--- src/sv/spr_pkg.sv ---
// Shared types and constants for the sorted priority queue.
package spr_pkg;

  localparam int unsigned DEPTH      = 8;
  localparam int unsigned RANK_BITS  = 8;
  localparam int unsigned VALUE_W    = 32;
  localparam int unsigned IN_RANK_W  = 8;
  localparam int unsigned OUT_RANK_W = 8;
  localparam int unsigned OCC_W      = 4;
  localparam int unsigned STATUS_W   = 2;
  localparam int unsigned CNT_W      = $clog2(DEPTH + 1);

  typedef enum logic {
    OP_ENQ = 1'b0,
    OP_DEQ = 1'b1
  } spr_op_e;

  typedef enum logic [STATUS_W-1:0] {
    ST_OK    = 2'd0,
    ST_FULL  = 2'd1,
    ST_EMPTY = 2'd2
  } spr_status_e;

  typedef enum logic [1:0] {
    ACT_HOLD,
    ACT_ENQ,
    ACT_DEQ
  } spr_act_e;

  typedef struct packed {
    logic [VALUE_W-1:0]   value;
    logic [RANK_BITS-1:0] rank;
  } spr_entry_t;

  // Broadcast to every cell in the row for the transaction in hand.
  typedef struct packed {
    spr_act_e   act;
    spr_entry_t item;
  } spr_ctrl_t;

endpackage

--- src/sv/spr_cell.sv ---
// One compare-and-shift cell of the sorted row.
module spr_cell import spr_pkg::*; (
  input  logic       clk_i,
  input  spr_ctrl_t  ctrl_i,
  input  logic       occupied_i,
  input  logic       left_lt_i,
  input  spr_entry_t left_entry_i,
  input  spr_entry_t right_entry_i,
  output spr_entry_t entry_o,
  output logic       lt_o
);

  spr_entry_t entry_q, entry_d;

  // The held entry ranks strictly below the new item, so it stays in place.
  assign lt_o = occupied_i && (entry_q.rank < ctrl_i.item.rank);

  always_comb begin
    entry_d = entry_q;
    unique case (ctrl_i.act)
      ACT_ENQ: begin
        if (!lt_o) begin
          entry_d = left_lt_i ? ctrl_i.item : left_entry_i;
        end
      end
      ACT_DEQ: entry_d = right_entry_i;
      default: entry_d = entry_q;
    endcase
  end

  always_ff @(posedge clk_i) begin
    entry_q <= entry_d;
  end

  assign entry_o = entry_q;

endmodule

--- src/sv/sorted_priority_queue.sv ---
// Top level of the sorted priority queue: a row of compare-and-shift cells.
// The result of a transaction is shown in the cycle after it is accepted.
// Throughput: one transaction per cycle; busy_o never rises, because every cell
// inserts or shifts as it is clocked and the row settles at each clock edge.
// Reset empties the queue by clearing the entry count; slot contents are left as
// they are. There is no result back-pressure: the receiver must take each result.
module sorted_priority_queue import spr_pkg::*; (
  input  logic                    clk_i,
  input  logic                    rst_ni,
  input  logic                    start_i,
  output logic                    busy_o,
  input  logic                    opcode_i,
  input  logic signed [VALUE_W-1:0] item_value_i,
  input  logic [IN_RANK_W-1:0]    item_rank_i,
  output logic                    done_o,
  output logic [STATUS_W-1:0]     status_o,
  output logic signed [VALUE_W-1:0] out_value_o,
  output logic [OUT_RANK_W-1:0]   out_rank_o,
  output logic [OCC_W-1:0]        occupancy_o
);

  // The row handles every transaction as it comes, so the block is never busy.
  assign busy_o = 1'b0;

  logic      accept;
  logic      full, empty;
  spr_ctrl_t ctrl;

  logic [CNT_W-1:0] count_q, count_d;

  spr_entry_t       cell_entry [DEPTH];
  logic [DEPTH-1:0] cell_lt;
  logic [DEPTH-1:0] occupied;

  // Result register.
  logic                 done_q;
  spr_status_e          status_q, status_d;
  logic [VALUE_W-1:0]   value_q, value_d;
  logic [RANK_BITS-1:0] rank_q, rank_d;
  logic [CNT_W-1:0]     occ_q;

  assign accept = start_i && !busy_o;
  assign full   = (count_q == CNT_W'(DEPTH));
  assign empty  = (count_q == '0);

  // Work out the action of the row and the result of this transaction.
  // A refused transaction leaves the row and the count untouched.
  always_comb begin
    ctrl.item.value = item_value_i;
    ctrl.item.rank  = RANK_BITS'(item_rank_i);
    ctrl.act        = ACT_HOLD;
    count_d         = count_q;
    status_d        = ST_OK;
    value_d         = '0;
    rank_d          = '0;
    if (accept) begin
      unique case (spr_op_e'(opcode_i))
        OP_ENQ: begin
          if (full) begin
            status_d = ST_FULL;
          end else begin
            ctrl.act = ACT_ENQ;
            count_d  = count_q + CNT_W'(1);
          end
        end
        OP_DEQ: begin
          if (empty) begin
            status_d = ST_EMPTY;
          end else begin
            // The head cell always holds the lowest rank.
            ctrl.act = ACT_DEQ;
            count_d  = count_q - CNT_W'(1);
            value_d  = cell_entry[0].value;
            rank_d   = cell_entry[0].rank;
          end
        end
        default: ctrl.act = ACT_HOLD;
      endcase
    end
  end

  // The row of cells. Each cell looks only at its neighbours: on an insertion
  // a cell whose entry does not rank below the new item either takes the item,
  // when its left neighbour keeps its place, or takes the left neighbour's
  // entry. Because the row is sorted, the cells that keep their place form a
  // prefix, so equal ranks end up behind the new item. On a removal every cell
  // takes its right neighbour's entry, and the last cell keeps its own.
  for (genvar g = 0; g < DEPTH; g++) begin : g_cell
    logic       left_lt;
    spr_entry_t left_entry;
    spr_entry_t right_entry;

    assign occupied[g] = (count_q > CNT_W'(g));

    if (g == 0) begin : g_head
      assign left_lt    = 1'b1;
      assign left_entry = cell_entry[g];
    end else begin : g_body
      assign left_lt    = cell_lt[g-1];
      assign left_entry = cell_entry[g-1];
    end

    if (g == DEPTH - 1) begin : g_tail
      assign right_entry = cell_entry[g];
    end else begin : g_inner
      assign right_entry = cell_entry[g+1];
    end

    spr_cell u_cell (
      .clk_i         (clk_i),
      .ctrl_i        (ctrl),
      .occupied_i    (occupied[g]),
      .left_lt_i     (left_lt),
      .left_entry_i  (left_entry),
      .right_entry_i (right_entry),
      .entry_o       (cell_entry[g]),
      .lt_o          (cell_lt[g])
    );
  end

  always_ff @(posedge clk_i or negedge rst_ni) begin
    if (!rst_ni) begin
      count_q <= '0;
      done_q  <= 1'b0;
    end else begin
      count_q <= count_d;
      done_q  <= accept;
    end
  end

  always_ff @(posedge clk_i) begin
    if (accept) begin
      status_q <= status_d;
      value_q  <= value_d;
      rank_q   <= rank_d;
      occ_q    <= count_d;
    end
  end

  assign done_o      = done_q;
  assign status_o    = status_q;
  assign out_value_o = value_q;
  assign out_rank_o  = OUT_RANK_W'(rank_q);
  assign occupancy_o = OCC_W'(occ_q);

endmodule

--- config.mk ---
export PLATFORM = sky130hd
export DESIGN_NAME = sorted_priority_queue
export DESIGN_NICKNAME = d
export VERILOG_FILES = /design/src/sv/spr_pkg.sv /design/src/sv/spr_cell.sv /design/src/sv/sorted_priority_queue.sv
export SDC_FILE = /design/constraint.sdc
export NUM_CORES = 1
export LEC_CHECK = 0
export CELL_PAD_IN_SITES_DETAIL_PLACEMENT = 0
export CELL_PAD_IN_SITES_GLOBAL_PLACEMENT = 2
export CORE_UTILIZATION = 47
export DETAILED_ROUTE_END_ITERATION = 10
export DONT_BUFFER_PORTS = 1
export GPL_TIMING_DRIVEN = 0
export PLACE_DENSITY = 0.93
export SYNTH_ARGS = -nofsm -noshare
export SYNTH_HDL_FRONTEND = slang
export SYNTH_HIERARCHICAL = 1
export SYNTH_SLANG_ARGS = --single-unit
--- constraint.sdc ---
create_clock -name clk_i -period 5.8 [get_ports clk_i]
set_clock_uncertainty 0.15 [all_clocks]
set_input_delay 0.58 -clock clk_i [delete_from_list [all_inputs] [get_ports clk_i]]
set_output_delay 0.58 -clock clk_i [all_outputs]
set_load 0.01 [all_outputs]
* After elaboration in Yosys (flattened, before gate mapping)
Index checks and enable logic that the tools add are counted.
** Storage, ports and cells
- Output and inout bits :: 48
- Flip-flop bits (word level) :: 371
- Input bits :: 44
** Cells by class
- Eq/ne operators :: 10
- Multiplexer cells :: 32
- Add/sub/neg operators :: 2
- Reduce and logical (&&, ||, !) cells :: 19
- $lt $le $gt $ge :: 16
- Bitwise gates (word level) :: 2
** Operators by type and width (number)
- 2-to-1 mux 40 bit :: 14
- one-hot mux 40 bit (2 select lines) :: 7
- < comparator 8 bit :: 8
- greater-than comparator 4 x 3 -> 1 bit (second input constant) :: 4
- AND reduction 2 bit :: 8
- != test 2 bit (second input constant) :: 7
- 2-to-1 mux 4 bit :: 3
- greater-than comparator 4 x 1 -> 1 bit (second input constant) :: 2
- greater-than comparator 4 x 2 -> 1 bit (second input constant) :: 2
- logical AND 1 bit :: 8
- one-hot mux 2 bit (2 select lines) :: 2
- one-hot mux 4 bit (2 select lines) :: 1
- 2-to-1 mux 2 bit :: 3
- adder 4 x 1 -> 4 bit (second input constant) :: 1
- equality test 4 bit (second input constant) :: 1
- zero test 4 bit :: 1
- subtractor 4 x 1 -> 4 bit (second input constant) :: 1
- equality test 2 x 1 -> 1 bit (second input constant) :: 1
- equality test 2 bit (second input constant) :: 1
- 2-to-1 mux 1 bit :: 2
- inverter 1 bit :: 2
- nonzero test 2 bit :: 1
- OR reduction 2 bit :: 1

* Depth between registers and ports, before layout
Gate-level depths: netlist of the first run.
- Word-level depth :: 7
- Depth in mapped cells :: 10

* By module
The synthesis of the first run kept the hierarchy.
** By module, submodules not included
- spr_cell (g_cell[4].u_cell ...) :: area an instance 2245.9 um2, instances 4, seq. area each 1201.2 um2, cells each 201
- spr_cell (g_cell[0].u_cell ...) :: area an instance 2239.6 um2, instances 4, seq. area each 1201.2 um2, cells each 201
- sorted_priority_queue :: area an instance 2097.0 um2, instances 1, seq. area each 1506.4 um2, cells each 148

* Worst setup path after synthesis of the first run
No wires, ideal clock.
- Path type :: reg2reg
- From :: register count_q[0]
- To :: register g_cell[0].u_cell.entry_q (netlist bit g_cell[0].u_cell/entry_o[0]) (enable)
- Stages on the path, launching flop included :: 9
- Buffers on the path :: 0
- Slack :: 2.443 ns
- Data required time :: 5.249 ns
- Clock period less this slack :: 3.357 ns
- Arrival :: 2.806 ns
- Path through :: dfrtp_1 > inv_1 > ha_1 > nand2_1 > nor2_1 > nor2_1 > and2b_4 > and2_1 > a221o_1
** RTL lines
- start, declared :: line sorted_priority_queue.sv:29 : logic [CNT_W-1:0] count_q, count_d;
- start signal, assigned :: line sorted_priority_queue.sv:126 : count_q <= count_d;
- end signal, assigned :: line spr_cell.sv:32 : entry_q <= entry_d;
- end, declared :: line spr_cell.sv:13 : spr_entry_t entry_q, entry_d;

==> results.sh, run 1 <==
export IMPL_multi_input_area_sq_um=7990
export IMPL_fill_cells=3680
export IMPL_io_pins=92
export IMPL_ir_drop_mv=0.187
export IMPL_core_area_sq_um=42000
export IMPL_path_clk_slew_ns=0.06
export IMPL_syn2layout_area_growth_pct=11.6
export IMPL_wirelength_microns=50900
export IMPL_avgRoutedWirePerCell_microns=21.4
export IMPL_start_util=0.477
export IMPL_critPathKind="flip-flop to flip-flop"
export IMPL_first_pass_iters=5
export IMPL_clock_path_buffers=3
export IMPL_yosys_warnings=6
export IMPL_dieHeight_microns=208
export IMPL_syn_avg_cell_area_sq_um=11.4
export IMPL_finalHoldViolations=0
export IMPL_finalCriticalPeriod_ns=4.09
export IMPL_final_antenna_net_count=0
export IMPL_drc=0
export IMPL_tightestPinTransition_ns=1.44
export IMPL_drive_gt1_frac=0.112
export IMPL_fin_setup_tns_ns=0
export IMPL_period_share=0.705
export IMPL_seq_area_sq_um=11100
export IMPL_max_freq_mhz=245
export IMPL_syn_nets=1859
export IMPL_viasPerCell=5.69
export IMPL_slew_violations=0
export IMPL_crit_arrival_ns=4.19
export IMPL_hold_worst_slack_ns=0.0789
export IMPL_power_net_switching_mw=3.44
export IMPL_grt_pass1_vias=13808
export IMPL_layout_nets=1914
export IMPL_power_frac_seq=0.421
export IMPL_cp_end_kind="flip-flop"
export IMPL_setup_viol=0
export IMPL_cp_max_fo=21
export IMPL_switching_share=0.329
export IMPL_cts_made_buffers=43
export IMPL_track_usage=0.236
export IMPL_grt_pass1_wl_microns=79100
export IMPL_grt_start_max_net_pins=49
export IMPL_p_int_mw=7.03
export IMPL_max_slew_margin_rel=0.0376
export IMPL_cts_root_buf="clkbuf_16"
export IMPL_netlist_area_sq_um=20000
export IMPL_crit_required_ns=5.91
export IMPL_run_status="complete, no violations"
export IMPL_antenna_cells=0
export IMPL_hold_class="primary input to flip-flop"
export IMPL_tritoncts="yes"
export IMPL_p_leak_nw=8.70
export IMPL_cap_violations=0
export IMPL_grt_ovfl_total=0
export IMPL_drt_iter0_drc=892
export IMPL_portBuffers=0
export IMPL_combPwrFrac=0.324
export IMPL_die_w_microns=208
export IMPL_dpl_hpwl_microns=37900
export IMPL_syn_instance_count=1755
export IMPL_power_per_cell_area_nw_per_um2=468
export IMPL_rsz0062_at_grt="false"
export IMPL_dieArea_sq_um=43500
export IMPL_rows=75
export IMPL_start_kind="flip-flop"
export IMPL_cts_sinks=371
export IMPL_clk_latency_ns=0.57
export IMPL_antenna_found_initial=2
export IMPL_htree_levels=2
export IMPL_gp_congestion=0.843
export IMPL_power_mw=10.5
export IMPL_vias=13543
export IMPL_finish_utilization=0.532
export IMPL_p_clk_frac=0.255
worst paths after layout:
path,start,end,slack [ns],cells after the start
worst max register to register,count_q[1],g_cell[2].u_cell/entry_o[23],1.71,9
worst min-delay path,start_i,count_q[0],0.08,2
min in group asynchronous,rst_ni,done_o,0.16,1
worst max-delay path,count_q[1],g_cell[2].u_cell/entry_o[23],1.71,9
worst min register to register,g_cell[2].u_cell/entry_o[19],g_cell[1].u_cell/entry_o[19],0.41,2
max in group asynchronous,rst_ni,count_q[1],5.12,1
placed cells by master (no fill, tap or decap), types with 16 or more instances in the layout:
cell / n
clkbuf_16: 45
and3_1: 42
o21ai_1: 180
clkbuf_2: 16
buf_4: 33
mux2i_1: 321
clkbuf_1: 17
edfxtp_1: 366
inv_1: 59
buf_2: 63
nand2_1: 332
ha_1: 60
o21ai_0: 151
sequential cells by signal (all words and copies together) (netlist names):
register and count:
count_q 4, done_o 1, g_cell.u_cell/entry_o 320, occupancy_o 4, out_rank_o 8, out_value_o 32, status_o 2
power by group through the flow:
stage	clock (mW)	sequential (mW)	combinational [mW]
final	2.67	4.40	3.39
after CTS	2.73	4.40	3.38
after global routing	2.83	4.49	3.69
after floorplan	0	4.30	2.53
after detailed placement	0	4.44	3.37
after global placement	0	4.45	3.18
critical path, cell delays in order, from the launching register on:
cell	delay, ns
dfrtp_1	0.47
inv_1	0.12
ha_1	0.30
nand2_1	0.38
buf_2	0.39
and3_1	0.61
nor2b_1	0.19
buf_2	0.28
a221o_2	0.63
buf_16	0.25
stage by stage:
stage | setup WS [ns] | std cells | area [sq um]
3_3_place_gp | 0.649 | 2294 | 20700
6_report | 1.71 | 2382 | 22300
4_1_cts | 1.73 | 2382 | 22300
3_5_place_dp | 1.43 | 2302 | 20900
5_1_grt | 1.54 | 2382 | 22300
2_1_floorplan | 2.44 | 1755 | 20000
metal layers:
metal,up-vias,wire length [microns],global-route usage
met5,-,0,0
met4,0,1350,0.0720
met3,82,2920,0.0433
met2,363,24300,0.398
met1,6570,22400,0.309
li1,6528,-,-
area by class of cell:
class	count	area share
clock buffer	53	0.0517
multi-input combinational	1200	0.357
buffer	125	0.0323
tap	539	0.0302
inverter	59	0.00991
clock inverter	25	0.0100
sequential	371	0.497
timing repair buffer	10	0.0112
timing repair:
item / in CTS / in global routing
setup buffers: 0 / 0
hold buffers: 2 / 0
gates resized for setup: 0 / 0
endpoints found under the hold margin: 53 / 0
(Power assumes the default switching activity.)
==> inputs of run 2 (changes only) <==
--- a/config.mk
+++ b/config.mk
@@ -5,13 +5,14 @@
 export SDC_FILE = /design/constraint.sdc
 export NUM_CORES = 1
 export LEC_CHECK = 0
+export ABC_AREA = 1
 export CELL_PAD_IN_SITES_DETAIL_PLACEMENT = 0
 export CELL_PAD_IN_SITES_GLOBAL_PLACEMENT = 2
-export CORE_UTILIZATION = 47
+export CORE_UTILIZATION = 41
 export DETAILED_ROUTE_END_ITERATION = 10
 export DONT_BUFFER_PORTS = 1
 export GPL_TIMING_DRIVEN = 0
-export PLACE_DENSITY = 0.93
+export PLACE_DENSITY = 0.88
 export SYNTH_ARGS = -nofsm -noshare
 export SYNTH_HDL_FRONTEND = slang
 export SYNTH_HIERARCHICAL = 1
==> constraint.sdc (replaced) <==
create_clock -name clk_i -period 4.16 [get_ports clk_i]
set_clock_uncertainty 0.15 [all_clocks]
set_input_delay 0.416 -clock clk_i [delete_from_list [all_inputs] [get_ports clk_i]]
set_output_delay 0.416 -clock clk_i [all_outputs]
set_load 0.01 [all_outputs]
==> run 2 against run 1 <==
Compared with the run above: combinational power up 100%; final cell count grew 29%; synthesized cell count up 29%; power grew 73%; largest cell class unchanged.
==> results.sh, run 2 <==
export IMPL_core_area_sq_um=50500
export IMPL_layout_nets=2454
export IMPL_min_to="g_cell[2].u_cell/entry_o[3]"
export IMPL_io_pins=92
export IMPL_clk_latency_ns=0.58
export IMPL_avgRoutedWirePerCell_microns=18.7
export IMPL_final_antenna_net_count=0
export IMPL_grt_pass1_wl_microns=88200
export IMPL_syn_avg_cell_area_sq_um=9.31
export IMPL_critPathKind="flip-flop to flip-flop"
export IMPL_finalHoldViolations=0
export IMPL_crit_required_ns=4.09
export IMPL_start_kind="flip-flop"
export IMPL_placed_area_sq_um=22000
export IMPL_syn2layout_area_growth_pct=13.0
export IMPL_power_mw=18.1
export IMPL_setup_viol=0
export IMPL_grt_start_max_net_pins=52
export IMPL_max_slew_margin_rel=0.343
export IMPL_grt_ovfl_total=0
export IMPL_tritoncts="yes"
export IMPL_cts_root_buf="clkbuf_16"
export IMPL_critical_path_slowest_cell="nand2_2"
export IMPL_cts_sinks=371
export IMPL_period_share=0.879
export IMPL_drt_iter0_drc=1232
export IMPL_rsz0062_at_grt="false"
export IMPL_finish_utilization=0.472
export IMPL_finalInstanceArea_sq_um=23800
export IMPL_largest_reg_flops=320
export IMPL_drive_gt1_frac=0.164
export IMPL_crit_arrival_ns=3.59
export IMPL_start_util=0.418
export IMPL_portBuffers=0
export IMPL_post_cts_buffers=0
export IMPL_viasPerCell=5.11
export IMPL_path_clk_slew_ns=0.06
export IMPL_final_cells=3061
export IMPL_hold_start="item_rank_i[3]"
export IMPL_hold_class="primary input to flip-flop"
export IMPL_whs_path_depth=4
export IMPL_vias=15652
export IMPL_r2r_slack_ns=0.50
export IMPL_final_common_cell="nand2_1"
export IMPL_netlist_area_sq_um=21100
export IMPL_critical_path_max_stage_delay_ns=0.60
export IMPL_fill_cells=4786
export IMPL_layout_common_cells="nand2_1, nor2_1, edfxtp_1, a31oi_1, inv_1"
export IMPL_ir_drop_mv=0.300
export IMPL_syn_instance_count=2265
export IMPL_yosys_warnings=6
export IMPL_path_cells="inv_1 -> ha_1 -> nand3_1 -> nand2_1 -> nor2_2 -> inv_1 -> nand2_2 -> buf_2 -> nand2_2"
export IMPL_slew_violations=0
export IMPL_htree_levels=2
export IMPL_cap_violations=0
export IMPL_dpl_hpwl_microns=45200
export IMPL_run_status="complete, no violations"
export IMPL_cp_max_fo=40
export IMPL_clock_path_buffers=3
export IMPL_rows=82
export IMPL_first_pass_iters=5
export IMPL_syn_nets=2369
export IMPL_fin_ws_ns=0.504
export IMPL_p_leak_nw=9.51
export IMPL_antenna_found_initial=8
export IMPL_gp_congestion=0.821
export IMPL_fin_setup_tns_ns=0
export IMPL_cts_made_buffers=44
export IMPL_track_usage=0.218
export IMPL_grt_pass1_vias=14721
export IMPL_worstReg2RegStart="count_q[0]"
export IMPL_max_freq_mhz=274
export IMPL_cp_end_kind="flip-flop"
export IMPL_die_w_microns=229
export IMPL_regToRegEndpoint="g_cell[7].u_cell/entry_o[31]"
export IMPL_power_per_cell_area_nw_per_um2=757
export IMPL_place_ws_ns=0.162
export IMPL_tightestPinTransition_ns=0.982
export IMPL_worstRegToRegCells=9
export IMPL_hold_worst_slack_ns=0.0701
export IMPL_finalCriticalPeriod_ns=3.66
export IMPL_wirelength_microns=57200
export IMPL_dp_cells=2938
export IMPL_dieArea_sq_um=52400
export IMPL_drc=0
export IMPL_dieHeight_microns=229
[run 2: worst max-delay path by stage]
stage	start	to	slack (ns)	depth (start not counted)
6_report	count_q[0]	g_cell[7].u_cell/entry_o[31]	0.50	9
4_1_cts	count_q[0]	g_cell[7].u_cell/entry_o[31]	0.17	9
3_5_place_dp	count_q[0]	g_cell[7].u_cell/entry_o[25]	0.16	9
2_1_floorplan	count_q[0]	g_cell[7].u_cell/entry_o[0]	0.87	8
5_1_grt	count_q[0]	g_cell[7].u_cell/entry_o[32]	0.25	9
3_3_place_gp	count_q[0]	g_cell[0].u_cell/entry_o[25]	-0.42	9
[run 2: final cells by class]
cell class	count	area, sq um	share of cell area
inverter	159	617	0.0259
timing repair buffer	39	418	0.0175
buffer	143	1190	0.0499
sequential	371	11100	0.466
tap	672	841	0.0353
clock buffer	51	1170	0.0491
clock inverter	31	288	0.0121
multi-input combinational	1592	8200	0.344
antenna	3	7.51	0.000315
[run 2: what timing repair did]
action,in CTS,in global routing
hold endpoints to repair,324,0
resized for setup,0,2
hold buffers,38,0
setup endpoints to repair,0,134
[run 2: report_power, final]
part | total [mW] | switching, mW | internal (mW) | leakage (nW)
clock | 3.87 | 1.54 | 2.32 | 0.709
sequential | 7.32 | 1.06 | 6.25 | 3.55
combinational | 6.88 | 4.10 | 2.77 | 5.25
[run 2: critical path, delay by kind of cell, from the launching register on]
kind                       cells  cell delay (ns)
adders and majority gates      1             0.31
buffers and inverters          3             0.60
DFF                            1             0.46
and+or+nand+nor                5             1.63
[run 2: per-layer routing]
| metal | routed length (microns) | GRT usage | vias to the layer above |
|---|---|---|---|
| met5 | 48 | 0 | - |
| met4 | 1430 | 0.0592 | 8 |
| met3 | 4310 | 0.0418 | 93 |
| met2 | 23900 | 0.322 | 557 |
| met1 | 27500 | 0.325 | 7109 |
| li1 | - | - | 7885 |
